<file path="src/rtl/core/hetb_pkg.sv">
`default_nettype none

package hetb_pkg;

    // Table sizes
    localparam int MAX_HALF_EDGES = 16384;
    localparam int MAX_EDGES      = 8192;
    localparam int MAX_FACES      = 8192;
    localparam int MAX_VALENCE    = 16;

    // Field widths
    localparam int VERTEX_BITS = 16;
    localparam int POS_W       = 4;
    localparam int VAL_W       = 5;
    localparam int HE_W        = 14;
    localparam int FACE_W      = 13;
    localparam int EDGE_W      = 13;
    localparam int HE_CNT_W    = 15;
    localparam int FACE_CNT_W  = 14;
    localparam int EDGE_CNT_W  = 14;
    localparam int KEY_W       = 2 * VERTEX_BITS;
    localparam int ENTRY_W     = KEY_W + HE_W;

    // Queue between front and back
    localparam int QUEUE_DEPTH = 2;
    localparam int QUEUE_AW    = 1;
    localparam int QUEUE_CW    = 2;

    typedef logic [VERTEX_BITS-1:0] t_vertex;
    typedef logic [POS_W-1:0]       t_pos;
    typedef logic [VAL_W-1:0]       t_val;
    typedef logic [HE_W-1:0]        t_he;
    typedef logic [FACE_W-1:0]      t_face;
    typedef logic [EDGE_W-1:0]      t_edge;
    typedef logic [HE_CNT_W-1:0]    t_he_cnt;
    typedef logic [FACE_CNT_W-1:0]  t_face_cnt;
    typedef logic [EDGE_CNT_W-1:0]  t_edge_cnt;
    typedef logic [KEY_W-1:0]       t_key;

    // One classified corner, as handed from front to back
    typedef struct packed {
        t_key  key;
        logic  first;
        logic  last;
        t_val  val;
    } t_work;

    // Result word
    typedef struct packed {
        t_he   half_edge;
        t_he   prev_half_edge;
        t_he   next_half_edge;
        t_face face_number;
        t_edge edge_number;
        logic  edge_is_new;
        logic  has_twin;
        t_he   twin_half_edge;
        logic  overflow;
    } t_result;

endpackage

`default_nettype wire

</file>
<file path="src/rtl/core/hetb_front.sv">
`default_nettype none

module hetb_front (
    input  wire logic              i_valid,
    output logic                   o_ready,
    input  wire hetb_pkg::t_vertex i_origin_vertex,
    input  wire hetb_pkg::t_vertex i_dest_vertex,
    input  wire hetb_pkg::t_pos    i_corner_position,
    input  wire hetb_pkg::t_val    i_face_valence,
    output logic                   o_push_valid,
    input  wire logic              i_push_ready,
    output hetb_pkg::t_work        o_push_work
);

    hetb_pkg::t_vertex lo_v;
    hetb_pkg::t_vertex hi_v;
    hetb_pkg::t_val    val;

    // Order the vertex pair so both directions give one key
    always_comb begin
        if (i_origin_vertex < i_dest_vertex) begin
            lo_v = i_origin_vertex;
            hi_v = i_dest_vertex;
        end else begin
            lo_v = i_dest_vertex;
            hi_v = i_origin_vertex;
        end
    end

    // Clamp the valence: zero counts as one, saturate at the maximum
    always_comb begin
        priority if (i_face_valence == '0) begin
            val = hetb_pkg::t_val'(1);
        end else if (i_face_valence > hetb_pkg::t_val'(hetb_pkg::MAX_VALENCE)) begin
            val = hetb_pkg::t_val'(hetb_pkg::MAX_VALENCE);
        end else begin
            val = i_face_valence;
        end
    end

    // Classify the corner and push it
    always_comb begin
        o_push_work.key   = {lo_v, hi_v};
        o_push_work.first = (i_corner_position == '0);
        o_push_work.last  = (hetb_pkg::t_val'(i_corner_position) == val - hetb_pkg::t_val'(1));
        o_push_work.val   = val;
    end

    assign o_push_valid = i_valid;
    assign o_ready      = i_push_ready;

endmodule

`default_nettype wire

</file>
<file path="config.mk">
export PLATFORM = sky130hd
export DESIGN_NAME = hetb_front
export DESIGN_NICKNAME = d
export VERILOG_FILES = /design/src/rtl/core/hetb_pkg.sv /design/src/rtl/core/hetb_front.sv
export SDC_FILE = /design/constraint.sdc
export NUM_CORES = 1
export LEC_CHECK = 0
export BUFFER_PORTS_ARGS = -buffer_cell sky130_fd_sc_hd__buf_2
export CELL_PAD_IN_SITES_DETAIL_PLACEMENT = 1
export CELL_PAD_IN_SITES_GLOBAL_PLACEMENT = 1
export CORE_UTILIZATION = 26
export DETAILED_ROUTE_END_ITERATION = 16
export PLACE_DENSITY_LB_ADDON = 0.1
export SLEW_MARGIN = 20
export SYNTH_ARGS = -nofsm -noshare
export SYNTH_HDL_FRONTEND = slang
export SYNTH_SLANG_ARGS = --single-unit
</file>
<file path="constraint.sdc">
create_clock -name vclk -period 1.75
set_input_delay 0.0875 -clock vclk [all_inputs]
set_output_delay 0.0875 -clock vclk [all_outputs]
set_load 0.1 [all_outputs]
</file>
# After elaboration in Yosys (flattened, before gate mapping)
# Index checks and enable logic that the tools add are counted.
# word_totals
reg_bits	0
output_inout_bits	41
# classes
n_addsub	1
n_lt_le_gt_ge	2
n_eq_ne	1
muxes	4
n_reduce_logical	2
# op_table
operator	count
16-bit 2-to-1 mux	2
16-bit < comparator	1
5-bit 2-to-1 mux	2
4-bit by 5-bit == test with 1-bit output	1
5-bit greater-than comparator, second input constant	1
5-bit zero test	1
5-bit by 1-bit subtractor with 5-bit output, second input constant	1
4-bit zero test	1

# Depth between registers and ports, before layout
# depth
word_depth	5
depth_mapped	8
depth_no_buf	8

# Worst setup path after synthesis
# No wires, ideal clock.
# synth_path
kind	input -> output
from	in i_face_valence[4]
to	out o_push_work[5] (netlist name)
arrival_time_ps	3135
required_time_ps	1662
setup_slack_ps	-1473
path_stages	4
cell_sequence	nor2b_1 -> xnor2_1 -> xnor2_1 -> nor2_1
# synth_lines
item	line	rtl
start, declared	hetb_front.sv:9	input wire hetb_pkg::t_val i_face_valence,
end, declared	hetb_front.sv:12	output hetb_pkg::t_work o_push_work

==> results by group <==
Outcome
  – Status: complete, but fails checks
  – Failing checks: setup timing

Final layout
  – Design Area, Final: around 0.0026 mm2
  – Multi-input gate area: around 0.0011 mm2
  – Seq_cells: 0
  – # fillers: 416
  – Nets: 284
  – FF/Latch Area: 0 um2
  – # diodes: 0
  – Share of cells above drive strength 1: 0.794
  – Syn-to-layout area delta: 138%
  – Clock buffers: 0

Timing
  – RSZ-0062 raised after global routing: yes
  – Slew at the pin with the worst max-slew slack: 499 ps
  – Peak Freq: 470 MHz
  – Endpoints failing hold: 0
  – Final worst path period need: 2130 ps
  – Final WS setup: -377 ps
  – Setup violations, final: 32
  – Crit share post-route: 1.22
  – Max Transition Viols Final: 0
  – Slew HR: 0.670

Synthesis
  – Yosys cell types: 27
  – Synth top area cells: mux2_4, ha_1, inv_1, buf_12, a21oi_1
  – Warnings from Yosys: 0
  – Synth Net Count: 173
  – Seq/Total Area, Yosys: 0
  – Cells after Synth: 114
  – Cell accounting for the most synthesized area: mux2_4
  – Post-synth top area share: 0.412
  – Synthesized cell area: 0.00109 mm2
  – Avg Inst Size Synth: 9.58 um2

Drt
  – DRC Markers: 0
  – Vias per cell: around 4.7
  – Initial DRC count: 10
  – Routed Antenna Nets: 0
  – Drt wl/cell: 14.3 um
  – Final wirelength: 3900 um
  – Drt pass-1 iters: 3
  – Routed via count: 1277

Worst hold path
  – Hold Path Class: input port to output port
  – Hold path startpoint: i_push_ready
  – Hold depth: 0
  – Hold EP: o_ready

Power
  – Sw Pwr: 1030 uW
  – Internal Power: 722 uW
  – Total power: 1750 uW
  – Power per cell area: 673 mW/mm2
  – Leakage: ~0.0013 uW
  – Flop pwr share: 0
  – Switching Share: 0.587
  – Largest vdd supply drop: ~0.42 mV
  – Clk pwr share: 0
  – Comb pwr share: 1.000

Placement
  – Final Wtd Congestion: between 0.6 and 0.7
  – IO Port Bufs: 80
  – Placed cell area: between 0.002 and 0.0025 mm2
  – Final HPWL DP: 3120 um

Global route
  – Vias in the first global route: 1313
  – Total track usage: 0.167
  – Initial antenna violation count: 0
  – GRT Residual Overflow: 0
  – Largest net degree at the start of global routing: 9
  – Global-route wire length before repair: 5870 um

Die
  – Initial Util: 0.271
  – Ports: 84
  – Die X: 66.8 um
  – Die Footprint: between 0.004 and 0.005 mm2
  – Core area: ~0.0040 mm2
  – Die H: 66.8 um
  – Row Count: 23

Setup path
  – Crit path capture type: output port
  – Arr. time, crit path: 2040 ps
  – Critical Path Start Type: input port
  – Worst-path fanout max: 4
  – CP required: 1660 ps
  – Crit path kind: input port to output port

Clock tree
  – CTS Hold Buffers Added: 0

Job
  – Max cap viols: 0
==> power groups by stage <==
stage	clock [uW]	sequential [uW]	combinational [uW]
2_1_floorplan	0	0	1110
3_3_place_gp	0	0	1610
3_5_place_dp	0	0	1640
4_1_cts	0	0	1750
5_1_grt	0	0	1810
6_report	0	0	1750
==> cells in the final DEF (no fill, tap or decap), types with 4 or more instances in the layout <==
master / count
buf_12: 35
mux2_4: 32
inv_1: 10
buf_8: 4
ha_1: 7
a21oi_1: 8
buf_4: 27
buf_2: 30
buf_6: 18
ha_4: 8
nand2_1: 5
==> logic make-up (layout without fill, tap and decap cells) <==
group | count (synthesis) | after routing | share of synthesized area
AO/OA/AOI/OAI | 17 | 17 | 0.0939
XOR/XNOR | 5 | 5 | 0.0401
adder cells (fa/ha/maj) | 16 | 16 | 0.183
buffers and inverters | 24 | 133 | 0.134
multiplexers | 32 | 32 | 0.433
AND/OR/NAND/NOR | 20 | 20 | 0.116
==> what timing repair did <==
action	in CTS	in global routing
gates resized for setup	45	12
setup buffers	9	3
pin swaps	1	9
endpoints found under the setup margin	32	33
gates cloned	1	0
==> worst max-delay path by stage <==
| stage | from | end | cells past startpoint |
|---|---|---|---|
| 2_1_floorplan | i_dest_vertex[11] | o_push_work[10] | 8 |
| 3_3_place_gp | i_dest_vertex[11] | o_push_work[29] | 10 |
| 3_5_place_dp | i_dest_vertex[9] | o_push_work[13] | 10 |
| 4_1_cts | i_dest_vertex[11] | o_push_work[16] | 10 |
| 5_1_grt | i_dest_vertex[9] | o_push_work[13] | 11 |
| 6_report | i_dest_vertex[9] | o_push_work[13] | 11 |
==> per-layer routing <==
layer	vias up	wire length (um)	GRT usage
li1	623	-	-
met1	604	1380	0.177
met2	48	2330	0.369
met3	2	168	0.00514
met4	0	17	0
met5	-	0	0
==> metrics by stage <==
step	hold slack [ps]	TNS [ps]	utilization	setup WS (ps)	cells
after CTS	176	-11240	0.634	-371	271
after global placement	176	-12160	0.574	-392	262
final	175	-10820	0.644	-377	273
after detailed placement	176	-13300	0.574	-435	262
after global routing	175	-13040	0.644	-450	273
after floorplan	273	-3910	-	-123	114
==> Yosys cell counts <==
| cell | count |
|---|---|
| nor3_1 | 2 |
| o211ai_2 | 1 |
| o22ai_1 | 1 |
| xnor2_1 | 3 |
| clkbuf_1 | 1 |
| o21bai_1 | 1 |
| nand2_1 | 5 |
| nor4_1 | 1 |
| buf_12 | 3 |
| o21ai_0 | 3 |
| xor2_1 | 2 |
| nand3_1 | 2 |
| a21oi_1 | 9 |
| nor2b_1 | 1 |
| buf_4 | 2 |
| a2111oi_0 | 1 |
| o21a_1 | 1 |
| nor2_1 | 2 |
| nand3_4 | 1 |
| or4_1 | 1 |
| ha_1 | 16 |
| nor3b_1 | 1 |
| mux2_2 | 2 |
| and4_4 | 2 |
| mux2_4 | 30 |
| nand2b_1 | 2 |
| inv_1 | 18 |
==> worst max-delay path, cell delays in order <==
cell      delay [ps]
buf_8             90
inv_6             30
ha_4             250
and4_4           220
o211ai_2          80
or4_4            430
nand3_4          120
buf_6            120
buf_6            120
mux2_4           320
buf_12           170
==> final cells by class <==
type	instances	area share
Tap cell	50	0.0241
Timing Repair Buffer	115	0.510
Inverter	18	0.0357
Multi-Input combinational cell	90	0.430
Note: power is estimated with default switching activity, not from simulation.
