## src/rtl/core/hetb_pkg.sv

```systemverilog
`default_nettype none

package hetb_pkg;

    // Table sizes
    localparam int MAX_HALF_EDGES = 16384;
    localparam int MAX_EDGES      = 8192;
    localparam int MAX_FACES      = 8192;
    localparam int MAX_VALENCE    = 16;

    // Field widths
    localparam int VERTEX_BITS = 16;
    localparam int POS_W       = 4;
    localparam int VAL_W       = 5;
    localparam int HE_W        = 14;
    localparam int FACE_W      = 13;
    localparam int EDGE_W      = 13;
    localparam int HE_CNT_W    = 15;
    localparam int FACE_CNT_W  = 14;
    localparam int EDGE_CNT_W  = 14;
    localparam int KEY_W       = 2 * VERTEX_BITS;
    localparam int ENTRY_W     = KEY_W + HE_W;

    // Queue between front and back
    localparam int QUEUE_DEPTH = 2;
    localparam int QUEUE_AW    = 1;
    localparam int QUEUE_CW    = 2;

    typedef logic [VERTEX_BITS-1:0] t_vertex;
    typedef logic [POS_W-1:0]       t_pos;
    typedef logic [VAL_W-1:0]       t_val;
    typedef logic [HE_W-1:0]        t_he;
    typedef logic [FACE_W-1:0]      t_face;
    typedef logic [EDGE_W-1:0]      t_edge;
    typedef logic [HE_CNT_W-1:0]    t_he_cnt;
    typedef logic [FACE_CNT_W-1:0]  t_face_cnt;
    typedef logic [EDGE_CNT_W-1:0]  t_edge_cnt;
    typedef logic [KEY_W-1:0]       t_key;

    // One classified corner, as handed from front to back
    typedef struct packed {
        t_key  key;
        logic  first;
        logic  last;
        t_val  val;
    } t_work;

    // Result word
    typedef struct packed {
        t_he   half_edge;
        t_he   prev_half_edge;
        t_he   next_half_edge;
        t_face face_number;
        t_edge edge_number;
        logic  edge_is_new;
        logic  has_twin;
        t_he   twin_half_edge;
        logic  overflow;
    } t_result;

endpackage

`default_nettype wire

```

## src/rtl/core/hetb_queue.sv

```systemverilog
`default_nettype none

module hetb_queue (
    input  wire logic            i_clk,
    input  wire logic            i_rst_n,
    input  wire logic            i_push_valid,
    output logic                 o_push_ready,
    input  wire hetb_pkg::t_work i_push_work,
    output logic                 o_pop_valid,
    input  wire logic            i_pop_ready,
    output hetb_pkg::t_work      o_pop_work
);

    hetb_pkg::t_work               r_slot [hetb_pkg::QUEUE_DEPTH];
    logic [hetb_pkg::QUEUE_AW-1:0] r_wr_ptr;
    logic [hetb_pkg::QUEUE_AW-1:0] r_rd_ptr;
    logic [hetb_pkg::QUEUE_CW-1:0] r_count;
    logic                          push;
    logic                          pop;

    assign o_push_ready = (r_count != hetb_pkg::QUEUE_CW'(hetb_pkg::QUEUE_DEPTH));
    assign o_pop_valid  = (r_count != '0);
    assign o_pop_work   = r_slot[r_rd_ptr];
    assign push         = i_push_valid && o_push_ready;
    assign pop          = o_pop_valid && i_pop_ready;

    // Advance pointers and count
    always_ff @(posedge i_clk) begin
        if (!i_rst_n) begin
            r_wr_ptr <= '0;
            r_rd_ptr <= '0;
            r_count  <= '0;
        end else begin
            if (push) begin
                r_wr_ptr <= r_wr_ptr + hetb_pkg::QUEUE_AW'(1);
            end
            if (pop) begin
                r_rd_ptr <= r_rd_ptr + hetb_pkg::QUEUE_AW'(1);
            end
            if (push && !pop) begin
                r_count <= r_count + hetb_pkg::QUEUE_CW'(1);
            end else if (pop && !push) begin
                r_count <= r_count - hetb_pkg::QUEUE_CW'(1);
            end
        end
    end

    // Store the pushed word
    always_ff @(posedge i_clk) begin
        if (push) begin
            r_slot[r_wr_ptr] <= i_push_work;
        end
    end

endmodule

`default_nettype wire

```

## config.mk

```make
export PLATFORM = sky130hd
export DESIGN_NAME = hetb_queue
export DESIGN_NICKNAME = d
export VERILOG_FILES = /design/src/rtl/core/hetb_pkg.sv /design/src/rtl/core/hetb_queue.sv
export SDC_FILE = /design/constraint.sdc
export NUM_CORES = 1
export LEC_CHECK = 0
export BUFFER_PORTS_ARGS = -buffer_cell sky130_fd_sc_hd__buf_2
export CORE_MARGIN = 10
export CORE_UTILIZATION = 24
export CTS_CLUSTER_DIAMETER = 100
export DETAILED_ROUTE_END_ITERATION = 16
export HOLD_SLACK_MARGIN = 0.1
export PLACE_DENSITY = 0.41
export SYNTH_ARGS = -nofsm -noshare
export SYNTH_HDL_FRONTEND = slang
export SYNTH_SLANG_ARGS = --single-unit
```

## constraint.sdc

```tcl
create_clock -name i_clk -period 2.3 [get_ports i_clk]
set_clock_uncertainty 0.15 [all_clocks]
set_input_delay 0.115 -clock i_clk [delete_from_list [all_inputs] [get_ports i_clk]]
set_output_delay 0.115 -clock i_clk [all_outputs]
set_load 0.02 [all_outputs]
```

======== After elaboration in Yosys (flattened, before gate mapping) ========
Memories as Yosys holds them, arrays and structs flattened. A register that Yosys moved wholly into a read port is not among the register bits.
Index checks and enable logic that the tools add are counted.
storage, ports and cells
  register bits after elaboration ......... 4
  latch bits .............................. 0
  bits in writable memories ............... 78
  bits in read-only memories .............. 0
  input port bits ......................... 43
  output and inout port bits .............. 41
  word-level logic and storage cells ...... 23
  memories ................................ 1
cells by class
  $add $sub $neg .......................... 4
  $mul .................................... 0
  divide/modulo/power cells ............... 0
  $lt $le $gt $ge ......................... 0
  equal/unequal tests ..................... 1
  shift-type cells ........................ 0
  mux-type cells .......................... 6
  bitwise operators ....................... 0
  reductions and logical operators ........ 8
memories
  memory  words  width  read ports  clocked after memory_dff  wr ports  line              text
  r_slot  2      39     1           1                         1         hetb_queue.sv:14  hetb_pkg::t_work r_slot [hetb_pkg::QUEUE_DEPTH];
operator list
  operator                                           count
  logical AND 1 bit                                  4
  two-way mux 1 bit                                  4
  two-way mux 2 bit                                  2
  nonzero test 2 bit                                 2
  adder 1 bit (second input constant)                2
  adder 2 x 1 -> 2 bit (second input constant)       1
  zero test 1 bit                                    2
  != test 2 bit (second input constant)              1
  subtractor 2 x 1 -> 2 bit (second input constant)  1

======== Logic depth before layout (Yosys ltp) ========
Gate-level depths: netlist (run 1).
  depth in word-level cells ............... 6
  mapped depth ............................ 6
  depth with buffers taken out ............ 6

======== Least setup slack after synthesis (run 1) ========
OpenSTA, ideal clock, no wires.
  path kind ............................... reg2reg
  start point ............................. register r_count[0] in the netlist's numbering
  end point ............................... memory r_slot[1][0] in the netlist's numbering, enable pin
  library setup time ...................... 400 ps
  arrival time ............................ 1594 ps
  required time ........................... 1750 ps
  slack ................................... 156 ps
  stages on the path, launching flop included .. 3
  period minus slack after synthesis ...... 2144 ps
  path through ............................ dfxtp_1 nand2b_4 and3_1
between the ends
  longest elaborated chain between the ends .. 4
ends and longest elaborated chain
  element                                  line              text
  start, declared                          hetb_queue.sv:17  logic [hetb_pkg::QUEUE_CW-1:0] r_count;
  start signal, assigned                   hetb_queue.sv:41  r_count <= r_count + hetb_pkg::QUEUE_CW'(1);
  start signal, assigned                   hetb_queue.sv:43  r_count <= r_count - hetb_pkg::QUEUE_CW'(1);
  != test 2 bit                            hetb_queue.sv:21  assign o_push_ready = (r_count != hetb_pkg::QUEUE_CW'(hetb_pkg::QUEUE_DEPTH));
  net o_push_ready                         hetb_queue.sv:7   output logic o_push_ready,
  logical AND 1 bit                        hetb_queue.sv:24  assign push = i_push_valid && o_push_ready;
  two-way mux 1 bit                        hetb_queue.sv:50  if (push) begin
  two-way mux 1 bit (implied by the code)  hetb_queue.sv:51  r_slot[r_wr_ptr] <= i_push_work;
  end, declared                            hetb_queue.sv:14
The timed path passes the listed nets, and every way through them passes these cells.

==> impl_metrics.json, run 1 <==
{
  "run_status": "finished, final reports clean",
  "leakagePower_nw": 1.636,
  "detailroute.via_count": 1729,
  "clock_tree.htree_level_count": 3,
  "synth_area_um2": 3049,
  "power_density_nw_per_um2": 1056,
  "numClockSinks": 83,
  "final_antenna_net_count": 0,
  "io_pins": 84,
  "overflow": 0,
  "combinational_group_share_of_total_power_pct": 28.2,
  "cp.depth": 3,
  "cts-root-to-sink-buffers": 2,
  "pre_cts_slack_ns": 0.6097,
  "seq_power_share_pct": 42.2,
  "r2r_cells": 5,
  "die_y_um": 132.7,
  "timing.critical_path.required_ns": 2.04,
  "rsz0062_at_grt": "no",
  "worstSetupStartpointType": "register",
  "detailedRoute.firstIterationViolations": 61,
  "post-synth-top-count-cell": "sky130_fd_sc_hd__edfxtp_1",
  "slew_violations": 0,
  "detail_route.wirelength_um": 6712,
  "drv_cap": 0,
  "clock_buffer_count_from_cts": 9,
  "place.detailed.hpwl_um": 4510,
  "drt_drc_violations_left": 0,
  "worstSetupPathType": "register to output port",
  "average_footprint_of_a_synthesized_cell_um2": 21.03,
  "chipWidth_um": 132.7,
  "cells_traversed_along_the_worst_timing_path": "buf_4, mux2_2, buf_2",
  "finalSetupViolations": 0,
  "synth_commonest_cells": "78 x sky130_fd_sc_hd__edfxtp_1, 39 x sky130_fd_sc_hd__mux2_2, 5 x sky130_fd_sc_hd__dfxtp_1",
  "finalWorstSetupSlack_ns": 0.4612,
  "fmaxAchievable_mhz": 543.8,
  "cts_tree": "done",
  "power.ir.vdd_worst_mv": 0.6084,
  "critPathTopFamily": "flip-flops",
  "power.share.clock_pct": 29.6,
  "cts.clk_slew.worst_paths_ns": 0.06,
  "power.switching_fraction_pct": 29.20,
  "synth_top_area_share_pct": 76.82,
  "drive_gt1_share_pct": 50.88,
  "dr.pass1.iters": 4,
  "max-slew-margin-rel_pct": 76.06,
  "postSynthNetCount": 189,
  "weighted_congestion_at_the_end_of_routability_driven_global_placement": 0.6521,
  "placed_area_um2": 3720,
  "yosysWarnings": 0,
  "grt_max_degree": 40,
  "cts_resized": 0,
  "synth-edff-count": 78,
  "num_antenna_cells": 0,
  "ys_seq_area_share_pct": 80.10,
  "first_pass_grt_wire_length_um": 10870,
  "share_of_the_clock_period_used_by_the_worst_path_after_layout_pct": 79.95,
  "p_int_w": 0.003299,
  "total_global_route_track_usage_pct": 8.075,
  "crit_path_max_incr_delay_ns": 0.45,
  "design.final.nets": 325,
  "synth.top_cells.by_area": "sky130_fd_sc_hd__edfxtp_1 77%, sky130_fd_sc_hd__mux2_2 14%, sky130_fd_sc_hd__dfxtp_1 3.3%",
  "timing_hold_violations_final": 0,
  "synth_async_sr_flop_share_pct": 0,
  "ys_seq_elements": 83,
  "area_enclosed_by_the_die_boundary_um2": 17610,
  "cts.root.buffer_cell": "sky130_fd_sc_hd__clkbuf_16",
  "worst_ep_arrival_time_ns": 1.57,
  "synth_top_cell_by_area": "sky130_fd_sc_hd__edfxtp_1",
  "worstSetupEndpointType": "output port",
  "tightest_slew_ns": 0.3591,
  "netSwitchingPower_w": 0.001361,
  "first_global_vias": 1990,
  "final.hold.worst_slack_ns": 0.1049,
  "critical-path-slowest-cell": "sky130_fd_sc_hd__dfxtp_2",
  "core_area_um2": 12520,
  "detail_route.vias_per_cell": 3.783,
  "finalWorstPathRequiredPeriod_ns": 1.839,
  "io_buffer_count": 83,
  "largest_fanout_of_any_net_on_the_critical_path": 11,
  "grt_antenna_before_repair": 0,
  "post_synth_inst_count": 145,
  "holdCritPathClass": "primary input to register",
  "timing.critical_path.buf_inv": 2,
  "postLayoutCoreUtil_pct": 35.27,
  "worstHoldPathCells": 4,
  "floorplan.initialDensity_pct": 24.36,
  "count_of_cell_types_in_the_netlist": 20,
  "clk_latency_ns": 0.34,
  "core.rowCount": 41,
  "synth_flop_cell": "sky130_fd_sc_hd__edfxtp_1",
  "syn2layout_area_growth_pct": 44.77,
  "final_design_area_no_fill_um2": 4414,
  "timing.setup.tns_ns": 0,
  "detail_routed_net_length_per_standard_cell_um": 14.69
}
==> layout make-up <==
class,instances,area (um^2)
Fill cell,1242,8103
Sequential cell,83,2444
Clock inverter,5,55.05
Timing Repair Buffer,129,888.4
Clock buffer,10,229.0
Multi-Input combinational cell,57,579.3
Inverter,1,3.754
Tap cell,172,215.2
==> kinds of logic after synthesis <==
family | Yosys count | synth area share [%]
and+or+nand+nor | 9 | 2.134
buffers and inverters | 5 | 0.9435
muxes | 39 | 14.40
DFF | 83 | 80.10
xor gates and xnor gates | 3 | 0.8619
AOI/OAI and AO/OA | 5 | 1.149
adders and majority gates | 1 | 0.4103
==> state kept, by name, summed over array words and instances, names as in the netlist, named ones only <==
register,flops
r_slot,78
r_count,2
r_wr_ptr,1
r_rd_ptr,1
==> power by group through the flow <==
stage / logic [W] / registers (W) / clock network [W]
6_report: 0.00131 / 0.00197 / 0.00138
4_1_cts: 0.00136 / 0.00197 / 0.00144
3_5_place_dp: 0.00130 / 0.00200 / 0
5_1_grt: 0.00144 / 0.00199 / 0.00150
3_3_place_gp: 0.00131 / 0.00200 / 0
2_1_floorplan: 0.000862 / 0.00197 / 0
==> worst register-to-register path, cell delays in order, from the launching register on <==
cell and delay [ns]:
sky130_fd_sc_hd__dfxtp_1 0.35, sky130_fd_sc_hd__nand2b_4 0.17, sky130_fd_sc_hd__and2_1 0.16, sky130_fd_sc_hd__ha_1 0.32
sky130_fd_sc_hd__or3_1 0.35, sky130_fd_sc_hd__a21boi_1 0.13
==> metal layers <==
| layer | GRT usage (%) | wire (um) | share of wire, % | vias to the layer above |
|---|---|---|---|---|
| met2 | 13.07 | 3225 | 48 | 58 |
| li1 | - | - | - | 836 |
| met1 | 8.180 | 2750 | 41 | 825 |
| met3 | 4.883 | 624 | 9.3 | 10 |
| met5 | 0 | 0 | 0 | - |
| met4 | 3.667 | 112 | 1.7 | 0 |
==> layout by cell type (no fill, tap or decap), types with 2 or more instances in the layout <==
master,synthesis,routed
sky130_fd_sc_hd__buf_2,2,83
sky130_fd_sc_hd__edfxtp_1,78,78
sky130_fd_sc_hd__dlygate4sd3_1,0,41
sky130_fd_sc_hd__mux2_2,39,39
sky130_fd_sc_hd__clkbuf_16,0,9
sky130_fd_sc_hd__and2_1,4,4
sky130_fd_sc_hd__dfxtp_1,5,4
sky130_fd_sc_hd__buf_4,2,3
sky130_fd_sc_hd__xnor2_1,2,2
sky130_fd_sc_hd__clkinv_1,0,2
sky130_fd_sc_hd__buf_12,0,2
==> worst paths after layout <==
| kind | start | to | slack (ns) |
|---|---|---|---|
| max | register | o_pop_work[11] | 0.46 |
| min | i_pop_ready | r_rd_ptr | 0.10 |
| max reg2reg | r_count[0] | r_count[1] | 0.61 |
| min reg2reg | r_count[1] | r_count[1] | 0.41 |
==> stage by stage <==
step,power (W),instances
after floorplan,0.002835,145
after global placement,0.003308,401
after detailed placement,0.003309,401
after CTS,0.004776,457
after global routing,0.004932,457
final,0.004660,457
==> timing repair <==
item	in CTS	in global routing
buffers inserted	0	0
hold endpoints to repair	83	0
hold buffers	41	0
Note: power is estimated with default switching activity, not from simulation.
==> run 2, diff against run 1 <==
- PLACE_DENSITY: 0.41 -> 0.42
- clock period: 2.3 -> 1.66 ns (I/O delays scaled with it)
==> impl_metrics.json, run 2 (synthesized netlist as in run 1, its figures left out) <==
{
  "regMostFlops": "r_slot",
  "drt_drc_violations_left": 0,
  "timing.setup.tns_ns": -0.05413,
  "crit_path_max_incr_delay_ns": 0.42,
  "io_pins": 84,
  "placed_area_um2": 3765,
  "cells_traversed_along_the_worst_timing_path": "buf_12, mux2_2, buf_4",
  "drv_cap": 0,
  "final_design_area_no_fill_um2": 4607,
  "total_global_route_track_usage_pct": 8.137,
  "finalWorstPathRequiredPeriod_ns": 1.673,
  "timing.critical_path.required_ns": 1.43,
  "num_antenna_cells": 0,
  "power_w": 0.006648,
  "core_area_um2": 12520,
  "drive_gt1_share_pct": 51.72,
  "grt_antenna_before_repair": 0,
  "timing_hold_violations_final": 0,
  "cts-root-to-sink-buffers": 2,
  "place.detailed.hpwl_um": 4366,
  "worst_ep_arrival_time_ns": 1.44,
  "area_enclosed_by_the_die_boundary_um2": 17610,
  "clk_latency_ns": 0.33,
  "cp.depth": 3,
  "grt_max_degree": 40,
  "postLayoutCoreUtil_pct": 36.81,
  "tightest_slew_ns": 0.2470,
  "first_global_vias": 2060,
  "cts.root.buffer_cell": "sky130_fd_sc_hd__clkbuf_16",
  "reg2reg_from": "r_count[0]",
  "share_of_the_clock_period_used_by_the_worst_path_after_layout_pct": 100.8,
  "r2r_cells": 6,
  "detailedRoute.firstIterationViolations": 74,
  "finalSetupViolations": 6,
  "placed_cells": 403,
  "detailroute.via_count": 1815,
  "cts.clk_slew.worst_paths_ns": 0.06,
  "chipWidth_um": 132.7,
  "worstSetupStartpointType": "register",
  "biggestRegsByFlops": "r_slot (78), r_count (2)",
  "clock_tree.htree_level_count": 3,
  "dr.pass1.iters": 4,
  "syn2layout_area_growth_pct": 51.09,
  "holdCritPathClass": "primary input to register",
  "leakagePower_nw": 1.728,
  "hold_start": "i_push_work[0]",
  "timing.critical_path.buf_inv": 2,
  "fmaxAchievable_mhz": 597.6,
  "final_antenna_net_count": 0,
  "detail_route.wirelength_um": 6891,
  "io_buffer_count": 83,
  "run_status": "finished with violations",
  "numClockSinks": 83,
  "overflow": 0,
  "worstSetupPathType": "register to output port",
  "detail_routed_net_length_per_standard_cell_um": 14.92,
  "power_density_nw_per_um2": 1443,
  "power.ir.vdd_worst_mv": 0.6042,
  "die_y_um": 132.7,
  "fill_cell_total_of_the_finished_layout": 1245,
  "detail_route.vias_per_cell": 3.929,
  "final_cell_mix": "78 x sky130_fd_sc_hd__edfxtp_1, 63 x sky130_fd_sc_hd__buf_2, 42 x sky130_fd_sc_hd__dlygate4sd3_1",
  "layoutNonFillerInstCount": 462,
  "design.final.nets": 330,
  "worstSetupEndpointType": "output port",
  "critPathTopFamily": "flip-flops",
  "critical-path-slowest-cell": "sky130_fd_sc_hd__dfxtp_4",
  "max-slew-margin-rel_pct": 83.53,
  "weighted_congestion_at_the_end_of_routability_driven_global_placement": 0.6562,
  "core.rowCount": 41,
  "worstHoldPathCells": 2,
  "clock_buffer_count_from_cts": 9,
  "slew_violations": 0,
  "floorplan.initialDensity_pct": 24.36,
  "largest_fanout_of_any_net_on_the_critical_path": 14,
  "largest_register_ffs": 78,
  "cts_tree": "done",
  "multi_input_gate_area_um2": 616.8,
  "first_pass_grt_wire_length_um": 10960,
  "register_area_um2": 2449,
  "finalWorstSetupSlack_ns": -0.01340,
  "rsz0062_at_grt": "yes",
  "layout_commonest_cell": "sky130_fd_sc_hd__edfxtp_1",
  "violations": "setup timing"
}
[run 2: layout make-up]
cell class                 instances  share of cell area (%)
sequential                        83                   53.15
inverter                           1                  0.1630
timing repair buffer             134                   23.19
multi-input combinational         57                   13.39
tap                              172                   4.671
clock buffer                      10                   4.970
clock inverter                     5                  0.4617
[run 2: worst register-to-register path, cell delays in order (launching register included)]
cell and delay [ns]:
sky130_fd_sc_hd__dfxtp_2 0.34, sky130_fd_sc_hd__nand2b_4 0.14, sky130_fd_sc_hd__and2_1 0.15, sky130_fd_sc_hd__ha_1 0.20, sky130_fd_sc_hd__xor2_1 0.15, sky130_fd_sc_hd__or3_1 0.31
sky130_fd_sc_hd__a21boi_1 0.14
[run 2: worst paths after layout]
path / end / slack, ns
max: o_pop_work[3] / -0.01
min: r_slot[0][0] / 0.32
max reg2reg: r_count[1] / 0.01
min reg2reg: r_count[1] / 0.39
[run 2: metrics by stage]
stage | worst slack [ns] | hold WS (ns)
after global placement | 0.04623 | 0.1226
after CTS | -0.05959 | 0.2959
after global routing | -0.08382 | 0.3128
after detailed placement | 0.01965 | 0.1237
after floorplan | -0.09362 | 0.03187
final | -0.01340 | 0.3223
[run 2: where the power goes]
part           leakage (nW)  switching (W)  total (W)  internal [W]
Sequential            0.771       0.000110    0.00274       0.00263
Clock                 0.125       0.000721    0.00170      0.000982
Combinational         0.833        0.00110    0.00221       0.00111
Total                  1.73        0.00193    0.00665       0.00472
[run 2: metal layers]
layer / vias up / share of wire, % / track usage (%)
met5: - / 0 / 0
met4: 0 / 2.2 / 4.584
met3: 13 / 5.8 / 3.331
met2: 56 / 47 / 12.60
met1: 894 / 44 / 9.346
li1: 852 / - / -
[run 2: what timing repair did]
| item | in CTS | in global routing |
|---|---|---|
| gates resized for setup | 9 | 36 |
| hold endpoints to repair | 83 | 0 |
| setup endpoints to repair | 34 | 41 |
| cloned | 1 | 0 |
| buffers inserted | 1 | 0 |
| pin swaps | 0 | 0 |
| hold buffers | 42 | 0 |
